$ cat src/rtl/core/pgns_pkg.sv
// Shared types, codes and limit check for the prism grid neighbor step.
// No dependencies.
`default_nettype none
package pgns_pkg;

  localparam int CW = 16;
  localparam int DW = 4;
  localparam int BW = 3;
  localparam int IW = 3;

  typedef enum logic [1:0] {
    MODE_SQUARE = 2'd0,
    MODE_POINTY = 2'd1,
    MODE_FLAT   = 2'd2,
    MODE_TRI    = 2'd3
  } grid_mode_t;

  typedef enum logic [1:0] {
    ST_OK       = 2'd0,
    ST_SRC_OUT  = 2'd1,
    ST_BAD_DIR  = 2'd2,
    ST_DST_OUT  = 2'd3
  } status_t;

  localparam logic [IW-1:0] REG_GRID_MODE   = 3'd0;
  localparam logic [IW-1:0] REG_BOUNDS_EN   = 3'd1;
  localparam logic [IW-1:0] REG_LOWER_X     = 3'd2;
  localparam logic [IW-1:0] REG_UPPER_X     = 3'd3;
  localparam logic [IW-1:0] REG_LOWER_Y     = 3'd4;
  localparam logic [IW-1:0] REG_UPPER_Y     = 3'd5;
  localparam logic [IW-1:0] REG_LOWER_LAYER = 3'd6;
  localparam logic [IW-1:0] REG_UPPER_LAYER = 3'd7;

  localparam logic [DW-1:0] BASE_SQUARE = 4'd4;
  localparam logic [DW-1:0] BASE_HEX    = 4'd6;
  localparam logic [DW-1:0] BASE_TRI    = 4'd3;

  typedef struct packed {
    logic            enabled;
    logic signed [CW-1:0] lo_x;
    logic signed [CW-1:0] hi_x;
    logic signed [CW-1:0] lo_y;
    logic signed [CW-1:0] hi_y;
    logic signed [CW-1:0] lo_z;
    logic signed [CW-1:0] hi_z;
  } bounds_t;

  typedef struct packed {
    logic signed [1:0] dx;
    logic signed [1:0] dy;
    logic signed [1:0] dz;
    logic [BW-1:0]     back;
    status_t           status;
  } move_t;

  function automatic logic in_box(input bounds_t b, input logic signed [CW-1:0] x,
                                  input logic signed [CW-1:0] y,
                                  input logic signed [CW-1:0] z);
    logic ok;
    ok = (z >= b.lo_z) && (z <= b.hi_z) && (x >= b.lo_x) && (x <= b.hi_x) &&
         (y >= b.lo_y) && (y <= b.hi_y);
    return !b.enabled || ok;
  endfunction

endpackage
`default_nettype wire

$ cat src/rtl/core/pgns_move.sv
// Step decode: offset, back direction and early status for one request.
// Depends on pgns_pkg.
`default_nettype none
module pgns_move (
  input  pgns_pkg::grid_mode_t            mode,
  input  logic [pgns_pkg::DW-1:0]         dir,
  input  logic                            tri_up,
  input  logic                            src_ok,
  output pgns_pkg::move_t                 mv
);
  import pgns_pkg::*;

  logic [DW-1:0] base;

  always_comb begin
    case (mode)
      MODE_SQUARE: base = BASE_SQUARE;
      MODE_TRI:    base = BASE_TRI;
      default:     base = BASE_HEX;
    endcase
  end

  always_comb begin
    mv.dx     = 2'sd0;
    mv.dy     = 2'sd0;
    mv.dz     = 2'sd0;
    mv.back   = '0;
    mv.status = ST_OK;
    if (!src_ok) begin
      mv.status = ST_SRC_OUT;
    end else if (dir > base + 4'd1) begin
      mv.status = ST_BAD_DIR;
    end else if (dir == base) begin
      mv.dz   = 2'sd1;
      mv.back = BW'(base + 4'd1);
    end else if (dir == base + 4'd1) begin
      mv.dz   = -2'sd1;
      mv.back = BW'(base);
    end else begin
      case (mode)
        MODE_SQUARE: begin
          case (dir[1:0])
            2'd0:    mv.dx = 2'sd1;
            2'd1:    mv.dy = 2'sd1;
            2'd2:    mv.dx = -2'sd1;
            default: mv.dy = -2'sd1;
          endcase
          mv.back = {1'b0, dir[1:0] + 2'd2};
        end
        MODE_POINTY: begin
          case (dir)
            4'd0:    begin mv.dx = 2'sd1;  mv.dy = -2'sd1; end
            4'd1:    mv.dx = 2'sd1;
            4'd2:    mv.dy = 2'sd1;
            4'd3:    begin mv.dx = -2'sd1; mv.dy = 2'sd1;  end
            4'd4:    mv.dx = -2'sd1;
            default: mv.dy = -2'sd1;
          endcase
          mv.back = (dir[2:0] < 3'd3) ? dir[2:0] + 3'd3 : dir[2:0] - 3'd3;
        end
        MODE_FLAT: begin
          case (dir)
            4'd0:    mv.dx = 2'sd1;
            4'd1:    mv.dy = 2'sd1;
            4'd2:    begin mv.dx = -2'sd1; mv.dy = 2'sd1;  end
            4'd3:    mv.dx = -2'sd1;
            4'd4:    mv.dy = -2'sd1;
            default: begin mv.dx = 2'sd1;  mv.dy = -2'sd1; end
          endcase
          mv.back = (dir[2:0] < 3'd3) ? dir[2:0] + 3'd3 : dir[2:0] - 3'd3;
        end
        default: begin
          if (tri_up) begin
            case (dir)
              4'd0:    begin mv.dx = 2'sd1;  mv.back = 3'd0; end
              4'd1:    begin mv.dy = 2'sd1;  mv.back = 3'd2; end
              default: begin mv.dy = -2'sd1; mv.back = 3'd1; end
            endcase
          end else begin
            case (dir)
              4'd0:    begin mv.dz = -2'sd1; mv.back = 3'd2; end
              4'd1:    begin mv.dx = -2'sd1; mv.back = 3'd1; end
              default: begin mv.dz = 2'sd1;  mv.back = 3'd0; end
            endcase
          end
        end
      endcase
    end
  end

endmodule
`default_nettype wire

$ cat src/rtl/core/prism_grid_neighbor_step.sv
// Prism grid neighbor step: three register stages, one request per cycle while out_stall is low.
// Stage 1 checks the source, stage 2 applies the step, stage 3 checks the
// destination. Each stage advances when its successor is empty or moving.
// Throughput 1 per cycle while out_stall is low. Synchronous active-low reset clears valid bits and config to zero.
// Depends on pgns_pkg and pgns_move.
`default_nettype none
module prism_grid_neighbor_step (
  input  logic                            clk,
  input  logic                            rst_n,
  input  logic                            cfg_we,
  input  logic [pgns_pkg::IW-1:0]         cfg_index,
  input  logic [pgns_pkg::CW-1:0]         cfg_data,
  input  logic                            in_valid,
  output logic                            in_stall,
  input  logic signed [pgns_pkg::CW-1:0]  in_cell_x,
  input  logic signed [pgns_pkg::CW-1:0]  in_cell_y,
  input  logic signed [pgns_pkg::CW-1:0]  in_cell_z,
  input  logic [pgns_pkg::DW-1:0]         in_direction,
  output logic                            out_valid,
  input  logic                            out_stall,
  output logic [1:0]                      out_status,
  output logic signed [pgns_pkg::CW-1:0]  out_dest_x,
  output logic signed [pgns_pkg::CW-1:0]  out_dest_y,
  output logic signed [pgns_pkg::CW-1:0]  out_dest_z,
  output logic [pgns_pkg::BW-1:0]         out_back_direction
);
  import pgns_pkg::*;

  grid_mode_t mode_r;
  bounds_t    bnd_r;

  logic v1_r, v2_r, v3_r;
  logic adv1, adv2, adv3;

  logic signed [CW-1:0] x1_r, y1_r, z1_r;
  logic [DW-1:0]        d1_r;
  logic                 src_ok1_r, tri_up1_r;
  logic signed [CW+1:0] sum_nxt;

  logic signed [CW-1:0] x2_r, y2_r, z2_r;
  logic [BW-1:0]        back2_r;
  status_t              st2_r;
  move_t                mv;

  status_t              st3_r;
  logic signed [CW-1:0] x3_r, y3_r, z3_r;
  logic [BW-1:0]        back3_r;

  always_ff @(posedge clk) begin
    if (!rst_n) begin
      mode_r <= MODE_SQUARE;
      bnd_r  <= '0;
    end else if (cfg_we) begin
      case (cfg_index)
        REG_GRID_MODE:   mode_r       <= grid_mode_t'(cfg_data[1:0]);
        REG_BOUNDS_EN:   bnd_r.enabled <= cfg_data[0];
        REG_LOWER_X:     bnd_r.lo_x   <= cfg_data;
        REG_UPPER_X:     bnd_r.hi_x   <= cfg_data;
        REG_LOWER_Y:     bnd_r.lo_y   <= cfg_data;
        REG_UPPER_Y:     bnd_r.hi_y   <= cfg_data;
        REG_LOWER_LAYER: bnd_r.lo_z   <= cfg_data;
        default:         bnd_r.hi_z   <= cfg_data;
      endcase
    end
  end

  assign adv3     = !v3_r || !out_stall;
  assign adv2     = !v2_r || adv3;
  assign adv1     = !v1_r || adv2;
  assign in_stall = !adv1;

  assign sum_nxt = (CW+2)'(in_cell_x) + (CW+2)'(in_cell_y) + (CW+2)'(in_cell_z);

  always_ff @(posedge clk) begin
    if (!rst_n) begin
      v1_r <= 1'b0;
    end else if (adv1) begin
      v1_r <= in_valid;
    end
  end

  always_ff @(posedge clk) begin
    if (adv1) begin
      x1_r      <= in_cell_x;
      y1_r      <= in_cell_y;
      z1_r      <= in_cell_z;
      d1_r      <= in_direction;
      src_ok1_r <= in_box(bnd_r, in_cell_x, in_cell_y, in_cell_z);
      tri_up1_r <= (sum_nxt == (CW+2)'(1));
    end
  end

  pgns_move u_move (
    .mode   (mode_r),
    .dir    (d1_r),
    .tri_up (tri_up1_r),
    .src_ok (src_ok1_r),
    .mv     (mv)
  );

  always_ff @(posedge clk) begin
    if (!rst_n) begin
      v2_r <= 1'b0;
    end else if (adv2) begin
      v2_r <= v1_r;
    end
  end

  always_ff @(posedge clk) begin
    if (adv2) begin
      x2_r    <= x1_r + CW'(mv.dx);
      y2_r    <= y1_r + CW'(mv.dy);
      z2_r    <= z1_r + CW'(mv.dz);
      back2_r <= mv.back;
      st2_r   <= mv.status;
    end
  end

  always_ff @(posedge clk) begin
    if (!rst_n) begin
      v3_r <= 1'b0;
    end else if (adv3) begin
      v3_r <= v2_r;
    end
  end

  always_ff @(posedge clk) begin
    if (adv3) begin
      x3_r    <= x2_r;
      y3_r    <= y2_r;
      z3_r    <= z2_r;
      back3_r <= back2_r;
      if (st2_r == ST_OK && !in_box(bnd_r, x2_r, y2_r, z2_r)) begin
        st3_r <= ST_DST_OUT;
      end else begin
        st3_r <= st2_r;
      end
    end
  end

  assign out_valid          = v3_r;
  assign out_status         = st3_r;
  assign out_dest_x         = x3_r;
  assign out_dest_y         = y3_r;
  assign out_dest_z         = z3_r;
  assign out_back_direction = back3_r;

endmodule
`default_nettype wire

$ cat config.mk
export PLATFORM = sky130hd
export DESIGN_NAME = prism_grid_neighbor_step
export DESIGN_NICKNAME = d
export VERILOG_FILES = /design/src/rtl/core/pgns_pkg.sv /design/src/rtl/core/pgns_move.sv /design/src/rtl/core/prism_grid_neighbor_step.sv
export SDC_FILE = /design/constraint.sdc
export NUM_CORES = 1
export LEC_CHECK = 0
export BUFFER_PORTS_ARGS = -buffer_cell sky130_fd_sc_hd__clkbuf_2
export CORE_ASPECT_RATIO = 0.75
export CORE_UTILIZATION = 35
export CTS_BUF_LIST = sky130_fd_sc_hd__clkbuf_2 sky130_fd_sc_hd__clkbuf_4 sky130_fd_sc_hd__clkbuf_8
export DETAILED_ROUTE_END_ITERATION = 8
export GPL_TIMING_DRIVEN = 0
export PLACE_DENSITY = 0.52
export SETUP_SLACK_MARGIN = 0.02
export SYNTH_ARGS = -nofsm -noshare
export SYNTH_HDL_FRONTEND = slang
export SYNTH_SLANG_ARGS = --single-unit
$ cat constraint.sdc
create_clock -name clk -period 13.8 [get_ports clk]
set_clock_uncertainty 0.2 [all_clocks]
set_input_delay 0.69 -clock clk [delete_from_list [all_inputs] [get_ports clk]]
set_output_delay 0.69 -clock clk [all_outputs]
set_load 0.02 [all_outputs]
==> out/metrics.yaml, run 1 <==
dpl.hpwl_um: 40100
crit_type: "reg2reg"
numCtsBuffers: 47
outcome: "finished clean"
ys_seq_area_share_pct: 40.2
p_per_area_mw_per_mm2: 115
synth_fp_nets: 2092
grt_max_degree: 54
setup_tns_ns: 0
report.final.slew_viol_count: 0
grtUsageTotal_pct: 20.6
synth_seq_cells: 262
final_nets: 2268
drc: 0
grt_pass1_wl_um: 77100
synth-adder-area-share_pct: 22.0
crit_slowest_cell: "inv_1"
via_count: 13400
ys.flop_type: "edfxtp_1"
drt_first_iter_violations: 936
drive_gt1_share_pct: 12.1
synth-xor-area-share_pct: 2.37
cts_hold_repair.buffers: 0
synth_top_family_by_area: "adder cells"
postCtsSetupBuffers: 0
overflow: 0
clock_latency_ns: 0.63
first_pass_iters: 7
comb_power_share_pct: 20.4
root_buffer: "clkbuf_8"
io_pins: 131
max_freq_mhz: 176
die_area_mm2: 0.0496
startpoint_type: "flop"
final_hold_viol_count: 0
via_per_inst: 5.18
cts.path.max_buffers: 3
post-route-period-util_pct: 41.1
synth_area_mm2: 0.0170
p_total_mw: 2.24
start_util_pct: 35.7
slew_headroom_pct: 17.3
tightest_slew_ns: 1.23
layout_commonest_cell: "ha_1"
yosys_warnings: 0
crit_fanout: 14
required_ns: 14.11
path_clk_slew_ns: 0.07
p_sw_uw: 674
clock-sinks: 262
die_width_um: 257
synthMuxAreaShare_pct: 0.786
area_growth_syn_to_layout_pct: 14.9
numPortBuffers: 126
hold_path.class: "in2reg"
p_seq_share_pct: 41.6
cts_resized: 0
htreeDepth: 2
gp_congestion: 0.852
post-route-min-period_ns: 5.68
mostFrequentLayoutCells: "267 x ha_1, 246 x nand2_1, 160 x edfxtp_1"
synth.avg_cell_area_um2: 9.85
path_delay_family: "compound AO/OA/AOI/OAI gates"
syn_inst: 1729
maxCapViolCount: 0
setup_slack_ns: 8.12
die_y_um: 193
setup_viol: 0
slowest_delay_ns: 0.61
antenna_found_initial: 1
routedWlPerCell_um: 19.8
place_ws_ns: 8.18
clkPwrFrac_pct: 38.0
coreArea_mm2: 0.0477
synth_compound_area_share_pct: 15.9
swShare_pct: 30.1
peakVddDrop_mv: 0.0649
ys_types: 70
setup.worst_path.end_class: "flop"
crit_arrival_ns: 5.98
synth_edf_count: 160
synthSimpleGateAreaFrac_pct: 14.9
row_count: 69
p_leak_nw: 7.82
ant_nets: 0
p_int_mw: 1.57
cp_num_buf_inv: 3
rsz0062_at_grt: "false"
synthArstFlopShare_pct: 0
crit_chain: "inv_1, ha_1, inv_1, ha_1, a21oi_1, o21ai_0, a31o_2, nor3_2, nand3_1, inv_1, ha_1, nor2b_1, o21ai_1, a21boi_1, o21ai_1, a21oi_1, a41oi_1, mux2_2, nand4_1"
cts_tree: "built"
grt_pass1_vias: 13000
routed_wl_um: 51000
[synth_stat cells, types with 5 or more instances]
master	instances	share of area (%)
xor2_1	11	0.57
or2_2	5	0.18
edfxtp_1	160	28
and4_1	7	0.36
nand2b_1	20	0.73
or3_1	8	0.29
a211oi_1	8	0.35
o31ai_1	9	0.40
xnor2_1	35	1.8
ha_1	267	20
nor4_1	7	0.26
o211ai_1	10	0.44
nand3_1	34	1.0
a21o_1	34	1.5
a21boi_0	72	3.2
nand3b_1	7	0.31
dfxtp_1	102	12
o21bai_1	8	0.35
and3_1	7	0.26
nor2_1	91	2.0
nand4_1	34	1.2
fa_1	20	2.4
nor2b_1	24	0.88
a21oi_1	98	2.9
o221ai_1	6	0.31
inv_1	139	3.1
o21a_1	18	0.79
mux2i_1	10	0.59
o22ai_1	6	0.22
clkbuf_1	34	0.75
a31oi_1	19	0.70
nor3_1	31	0.91
a21boi_1	26	1.1
o21ai_0	42	1.2
nand2_1	248	5.5
o21ai_1	15	0.44
[stage by stage]
stage	util [%]	hold slack (ns)	std cells	cell area [um^2]
floorplan	-	0.200	1729	17000
global placement	38.7	0.209	2494	18500
detailed placement	38.8	0.206	2495	18500
CTS	41.1	0.00263	2583	19600
global route	41.1	0.0217	2584	19600
finish	41.1	0.0518	2584	19600
[kinds of logic after synthesis]
family | count (synthesis)
AO/OA/AOI/OAI | 405
XOR/XNOR | 46
adder cells (fa/ha/maj) | 287
buffers and inverters | 175
flip-flops | 262
multiplexers | 13
AND/OR/NAND/NOR | 541
[registers in the layout (all words and copies together) (netlist names), 3 cells and up]
signal,count
bnd_r,97
y2_r,16
z1_r,16
out_dest_y,16
x1_r,16
z2_r,16
y1_r,16
out_dest_z,16
out_dest_x,16
back2_r,3
x2_r,16
d1_r,4
out_back_direction,3
[worst reg2reg max path: stages (launching register included)]
cell and delay [ns]:
dfxtp_1 0.41, inv_1 0.09, ha_1 0.40, inv_1 0.07, ha_1 0.30, a21oi_1 0.14, o21ai_0 0.12, a31o_2 0.32
nor3_2 0.34, nand3_1 0.44, inv_1 0.61, ha_1 0.39, nor2b_1 0.16, o21ai_1 0.17, a21boi_1 0.11, o21ai_1 0.28
a21oi_1 0.19, a41oi_1 0.37, mux2_2 0.38, nand4_1 0.07
[final timing paths]
| kind | from | cells after the start | slack, ns | end |
|---|---|---|---|---|
| setup / recovery | mode_r[1] | 19 | 8.12 | y2_r[14] |
| hold / removal | in_direction[2] | 1 | 0.05 | d1_r[2] |
| setup reg to reg | mode_r[1] | 19 | 8.12 | y2_r[14] |
| hold reg to reg | back2_r[2] | 0 | 0.20 | out_back_direction[2] |
[routing by layer]
| metal | routed length, um | global-route usage (%) | part of all wire [%] |
|---|---|---|---|
| met5 | 0 | 0 | 0 |
| met3 | 3400 | 4.26 | 6.7 |
| met2 | 21000 | 30.7 | 41 |
| met4 | 1280 | 6.59 | 2.5 |
| met1 | 25400 | 29.8 | 50 |
[power groups by stage]
stage          logic [mW]  registers (mW)  clock network, mW
5_1_grt             0.511           0.938              0.904
6_report            0.457           0.932              0.853
4_1_cts             0.454           0.934              0.872
3_5_place_dp        0.450           0.950                  0
3_3_place_gp        0.442           0.949                  0
2_1_floorplan       0.277           0.961                  0
[cell type report]
class,count,area [um^2]
clock inverters,16,205
repair buffers,127,651
fillers,4740,28100
multi-input cells,1292,9540
diodes,1,2.50
flip-flops and latches,262,6850
plain buffers,35,133
clock buffers,72,866
well taps,639,800
inverters,140,528
Power figures use the tool's default switching activity.
==> run 2, diff against run 1 <==
Settings changed: ABC_AREA set to 1.
Clock period 13.8 ns to 5.85 ns, I/O delays scaled along.
==> out/metrics.yaml, run 2 <==
outcome: "finished clean"
ys.flop_type: "edfxtp_1"
cts.path.max_buffers: 3  # unchanged
regMostFlops: "bnd_r"
cp-startpoint: "mode_r[0]"
ys_seq_area_share_pct: 41.1  # +0.91 points
rsz0062_at_grt: "false"
synth_area_mm2: 0.0167  # -2.2%
maxCapViolCount: 0  # unchanged
crit_fanout: 15  # +1
cts_tree: "built"
post-route-period-util_pct: 90.5  # +49 points
crit_arrival_ns: 5.43  # -0.55 ns
r2r-end: "z2_r[13]"
p_per_area_mw_per_mm2: 270  # +140%
multi_input_area_mm2: 0.00884  # -7.4%
ys_types: 45  # -36%
synth-xor-area-share_pct: 2.73  # +0.37 points
tightest_slew_ns: 0.832  # -0.403 ns
overflow: 0  # unchanged
area_growth_syn_to_layout_pct: 18.6
routed_wl_um: 48500  # -4.9%
ant_nets: 0  # unchanged
grt_pass1_wl_um: 74900  # -2.9%
synth_top_family_by_area: "adder cells"
dpl.hpwl_um: 38900  # -3.1%
cts_hold_repair.buffers: 69  # +69
mostFrequentLayoutCells: "267 x ha_1, 258 x nand2_1, 251 x a21oi_1"
synth_top_cell_area_share_pct: 28.8  # +0.64 points
synth_fp_nets: 2194  # +4.9%
htreeDepth: 2  # unchanged
grt_max_degree: 56  # +3.7%
ys_top_cells_by_count: "267 x ha_1, 259 x nand2_1, 251 x a21oi_1"
yosysTopAreaCell: "edfxtp_1"
layout_commonest_cell: "ha_1"
synth_seq_cells: 262  # unchanged
clock-sinks: 262  # unchanged
synth.most_common_cell: "ha_1"
max_freq_mhz: 189  # +7.2%
synth.avg_cell_area_um2: 9.10  # -7.7%
drive_gt1_share_pct: 10.6  # -1.5 points
numCtsBuffers: 45  # -4.3%
p_leak_nw: 8.60  # +10%
yosys_warnings: 0  # unchanged
setup_slack_ns: 0.556  # -7.57 ns
via_per_inst: 4.97  # -4.0%
synthArstFlopShare_pct: 0  # unchanged
p_total_mw: 5.34  # +140%
synth-adder-area-share_pct: 22.5  # +0.50 points
post-route-min-period_ns: 5.29  # -0.382 ns
path_clk_slew_ns: 0.07  # about the same
instances_no_fill: 2742  # +6.1%
hold_path.class: "in2reg"
io_pins: 131  # unchanged
gp_congestion: 0.886  # +4.0%
largest_reg_flops: 97  # unchanged
report.final.slew_viol_count: 0  # unchanged
routedWlPerCell_um: 17.7  # -10%
postCtsSetupBuffers: 0  # unchanged
dp_cells: 2591  # +3.8%
die_area_mm2: 0.0485  # -2.2%
setup_viol: 0  # unchanged
syn_inst: 1831  # +5.9%
grt_pass1_vias: 13400  # +3.0%
via_count: 13600  # +1.9%
regArea_mm2: 0.00685  # unchanged
synthSimpleGateAreaFrac_pct: 13.3  # -1.6 points
reg2reg_depth: 25  # +6
antenna_found_initial: 4  # +3
synth_compound_area_share_pct: 14.5  # -1.4 points
slew_headroom_pct: 44.6  # +27 points
row_count: 68  # -1.4%
setup.worst_path.end_class: "flop"
first_pass_iters: 5  # -2
final_nets: 2440  # +7.6%
peakVddDrop_mv: 0.172  # +160%
final_hold_viol_count: 0  # unchanged
die_y_um: 191  # -1.1%
clock_latency_ns: 0.59  # -0.04 ns
drc: 0  # unchanged
die_width_um: 254  # -1.1%
reg2reg_from: "mode_r[0]"
coreArea_mm2: 0.0465  # -2.5%
grtUsageTotal_pct: 20.5  # -0.18 points
drt_first_iter_violations: 823  # -12%
endpoint: "z2_r[13]"
synth_edf_count: 160  # unchanged
synth_area_leaders: "edfxtp_1 29%, ha_1 20%, dfxtp_1 12%, a21oi_1 7.5%, nand2_1 5.8%"
root_buffer: "clkbuf_8"
startpoint_type: "flop"
cts_resized: 0  # unchanged
nFillCells: 4638  # -2.2%
place_ws_ns: 0.610  # -7.57 ns
crit_type: "reg2reg"
ff2ff_setup_slack_ns: 0.56  # -7.57 ns
required_ns: 5.99  # -8.12 ns
synthMuxAreaShare_pct: 0  # -0.79 points
numPortBuffers: 128  # +1.6%
start_util_pct: 35.9  # +0.12 points
[run 2: cells by family (layout without fill, tap and decap cells)]
kind of cell               after synthesis  count (layout)
other                                    0               2
AOI/OAI and AO/OA                      459             459
DFF                                    262             262
and+or+nand+nor                        512             512
buffers and inverters                  259             538
adders and majority gates              287             287
xor gates and xnor gates                52              52
[run 2: final cells by class]
class	count	area share (%)
diodes	2	0.0253
plain buffers	31	0.589
clock buffers	59	3.76
clock inverters	21	0.906
inverters	228	4.37
multi-input cells	1310	44.7
flip-flops and latches	262	34.7
well taps	630	3.99
repair buffers	199	6.94
[run 2: worst min path at each step]
stage                     from               endpoint  slack, ns  cells past startpoint
2_1_floorplan  in_direction[0]                d1_r[0]       0.19                      0
3_3_place_gp        back2_r[1]  out_back_direction[1]       0.21                      0
3_5_place_dp        back2_r[1]  out_back_direction[1]       0.21                      0
4_1_cts            cfg_data[9]              bnd_r[25]      0.002                      3
5_1_grt           cfg_data[10]              bnd_r[10]       0.02                      3
6_report          cfg_data[10]              bnd_r[10]       0.03                      3
[run 2: report_power, final]
| part | internal, mW | switching, mW | total, mW |
|---|---|---|---|
| clock | 0.964 | 0.799 | 1.76 |
| combinational | 0.499 | 0.797 | 1.30 |
| sequential | 2.16 | 0.116 | 2.28 |
| total | 3.63 | 1.71 | 5.34 |
[run 2: metrics by stage]
stage	cell area (um^2)	hold WS [ns]	setup TNS (ns)	util, %
after CTS	19700	0.00207	0	42.5
final	19700	0.0255	0	42.5
after global routing	19700	0.0183	0	42.5
after floorplan	16700	0.191	0	-
after detailed placement	18100	0.209	0	39.0
after global placement	18100	0.207	-57.09	38.9
[run 2: worst max-delay path, stage by stage, from the launching register on]
cell and delay [ns]:
dfxtp_1 0.39, ha_1 0.17, clkbuf_1 0.34, inv_1 0.20, ha_1 0.34, inv_1 0.07
nor3_4 0.35, inv_2 0.10, nand2_2 0.11, nand2_4 0.07, clkinv_4 0.07, nand2_8 0.07
inv_4 0.09, nand2_2 0.16, inv_1 0.46, ha_1 0.38, a21oi_1 0.16, nand2_1 0.10
a21oi_1 0.23, o21ai_1 0.16, a21boi_0 0.30, o21ai_0 0.21, nand3_1 0.14, nand2_1 0.06
nand2_1 0.06, nand2_1 0.05
[run 2: per-layer routing]
| metal | wire, um | GRT usage (%) |
|---|---|---|
| met1 | 24000 | 29.2 |
| met4 | 1070 | 5.21 |
| met5 | 0 | 0 |
| met2 | 21000 | 32.3 |
| met3 | 2470 | 3.04 |
==> run 3, diff against run 2 <==
Settings changed: CORE_ASPECT_RATIO 0.75 to unset, SKIP_LAST_GASP set to 1, SYNTH_HIERARCHICAL set to 1.
==> out/metrics.yaml, run 3 <==
first_pass_iters: 5  # unchanged
setup.worst_path.end_class: "flop"
regMostFlops: "bnd_r"
routedWlPerCell_um: 17.2  # -2.7%
grt_pass1_wl_um: 76100  # +1.6%
synth_fp_nets: 2329  # +6.2%
grt_pass1_vias: 14000  # +5.0%
synthArstFlopShare_pct: 0  # unchanged
p_total_mw: 5.51  # +3.2%
row_count: 80  # +18%
yosys_warnings: 6  # +6
setup_viol: 0  # unchanged
postCtsSetupBuffers: 0  # unchanged
crit_fanout: 16  # +1
required_ns: 6.02  # +0.03 ns
start_util_pct: 35.7  # -0.10 points
p_leak_nw: 9.22  # +7.2%
post-route-period-util_pct: 83.1  # -7.4 points
cts.path.max_buffers: 3  # unchanged
place_area_mm2: 0.0187  # +2.9%
numCtsBuffers: 50  # +11%
final_area_mm2: 0.0205  # +3.8%
peakVddDrop_mv: 0.172  # +0.31%
clock-sinks: 262  # unchanged
hold_path.class: "in2reg"
synth_top_cell_area_share_pct: 28.0  # -0.87 points
final_hold_viol_count: 0  # unchanged
rsz0062_at_grt: "false"
maxCapViolCount: 0  # unchanged
coreArea_mm2: 0.0480  # +3.4%
ys_types: 42  # -6.7%
yosysTopAreaCell: "edfxtp_1"
htreeDepth: 2  # unchanged
post-route-min-period_ns: 4.86  # -0.434 ns
numPortBuffers: 128  # unchanged
final_util_pct: 42.6  # +0.14 points
die_width_um: 224  # -12%
drt_first_iter_violations: 749  # -9.0%
max_freq_mhz: 206  # +8.9%
clock_latency_ns: 0.62  # +0.03 ns
via_per_inst: 4.99  # +0.43%
crit_arrival_ns: 5.03  # -0.40 ns
via_count: 14400  # +5.5%
grt_max_degree: 56  # unchanged
cts_resized: 0  # unchanged
layout_commonest_cell: "nand2_1"
routed_wl_um: 49600  # +2.2%
antenna_found_initial: 0  # -4
ys_seq_area_share_pct: 39.9  # -1.2 points
p_per_area_mw_per_mm2: 269  # -0.58%
slew_headroom_pct: 17.5  # -27 points
ys.flop_type: "edfxtp_1"
synth_area_leaders: "edfxtp_1 28%, ha_1 20%, dfxtp_1 12%, nand2_1 7.8%, a21oi_1 6.6%"
largest_reg_flops: 97  # unchanged
synth.avg_cell_area_um2: 8.75  # -3.9%
die_y_um: 224  # +17%
diodes: 0  # -2
outcome: "finished clean"
ys_top_cells_by_count: "359 x nand2_1, 269 x ha_1, 253 x inv_1"
drive_gt1_share_pct: 11.5  # +0.91 points
synth_seq_cells: 262  # unchanged
root_buffer: "clkbuf_8"
whs_ns: 0.0617  # +0.0363 ns
dpl.hpwl_um: 39800  # +2.4%
cts_tree: "built"
synth_area_mm2: 0.0172  # +3.1%
io_pins: 131  # unchanged
area_growth_syn_to_layout_pct: 19.3
drc: 0  # unchanged
mostFrequentLayoutCells: "358 x nand2_1, 269 x ha_1, 251 x inv_1"
grtUsageTotal_pct: 19.9  # -0.51 points
startpoint_type: "flop"
tightest_slew_ns: 1.23  # +0.402 ns
gp_congestion: 0.910  # +2.6%
synth_edf_count: 160  # unchanged
die_area_mm2: 0.0500  # +3.1%
final_nets: 2590  # +6.1%
syn_inst: 1964  # +7.3%
path_clk_slew_ns: 0.06  # about the same
report.final.slew_viol_count: 0  # unchanged
synth.most_common_cell: "nand2_1"
crit_type: "reg2reg"
ant_nets: 0  # unchanged
overflow: 0  # unchanged
[run 3: worst paths after layout]
| path | end | cells past startpoint | slack (ns) | start |
|---|---|---|---|---|
| setup reg to reg | y2_r[12] | 19 | 0.99 | mode_r[0] |
| setup / recovery | y2_r[12] | 19 | 0.99 | mode_r[0] |
| hold / removal | bnd_r[48] | 5 | 0.06 | cfg_we |
| hold reg to reg | out_back_direction[2] | 0 | 0.22 | back2_r[2] |
[run 3: logic make-up after synthesis]
family	count (synthesis)	synth area share (%)
and+or+nand+nor	641	15.8
AOI/OAI and AO/OA	435	13.6
adders and majority gates	289	21.9
buffers and inverters	288	6.31
DFF	262	39.9
xor gates and xnor gates	48	2.45
muxes	1	0.0656
[run 3: cell type report]
| cell class | instances | area, um^2 |
|---|---|---|
| Sequential cell | 262 | 6850 |
| Multi-Input combinational cell | 1414 | 9260 |
| Tap cell | 615 | 769 |
| Timing Repair Buffer | 209 | 1480 |
| Buffer | 31 | 119 |
| Clock inverter | 15 | 123 |
| Fill cell | 4802 | 27600 |
| Clock buffer | 77 | 935 |
| Inverter | 257 | 965 |
[run 3: metal layers]
layer | vias up | track usage, % | share of wire, %
li1 | 7254 | - | -
met1 | 6780 | 25.4 | 46
met2 | 284 | 35.2 | 49
met3 | 64 | 2.58 | 3.6
met4 | 0 | 5.48 | 2.0
met5 | - | 0 | 0
[run 3: worst max-delay path, stage by stage (launching register included)]
cell      delay, ns
dfxtp_1        0.41
inv_1          0.09
ha_1           0.35
inv_1          0.14
ha_1           0.26
nand2_1        0.07
inv_1          0.04
nand2_2        0.14
nand3_2        0.09
nor2_2         0.18
nand2_1        0.09
nor2_1         0.92
ha_1           0.47
a21oi_1        0.17
nand2_1        0.11
a21oi_2        0.26
o21ai_2        0.10
a21boi_1       0.24
o21ai_1        0.11
xor2_1         0.14
[run 3: timing repair]
action | 4_1_cts | 5_1_grt
hold buffers | 78 | 0
endpoints found under the hold margin | 146 | 0
setup endpoints to repair | 0 | 0
[run 3: power breakdown]
group	total, mW	internal [mW]	switching [mW]
Sequential	2.26	2.15	0.111
Combinational	1.31	0.499	0.814
Clock	1.93	1.10	0.829
Total	5.51	3.75	1.75
[run 3: per-stage QoR]
stage | std cells | worst slack [ns] | setup TNS (ns)
2_1_floorplan | 1964 | 0.918 | 0
3_3_place_gp | 2707 | -1.10 | -58.96
3_5_place_dp | 2710 | 0.886 | 0
4_1_cts | 2880 | 0.798 | 0
5_1_grt | 2880 | 0.565 | 0
6_report | 2880 | 0.990 | 0
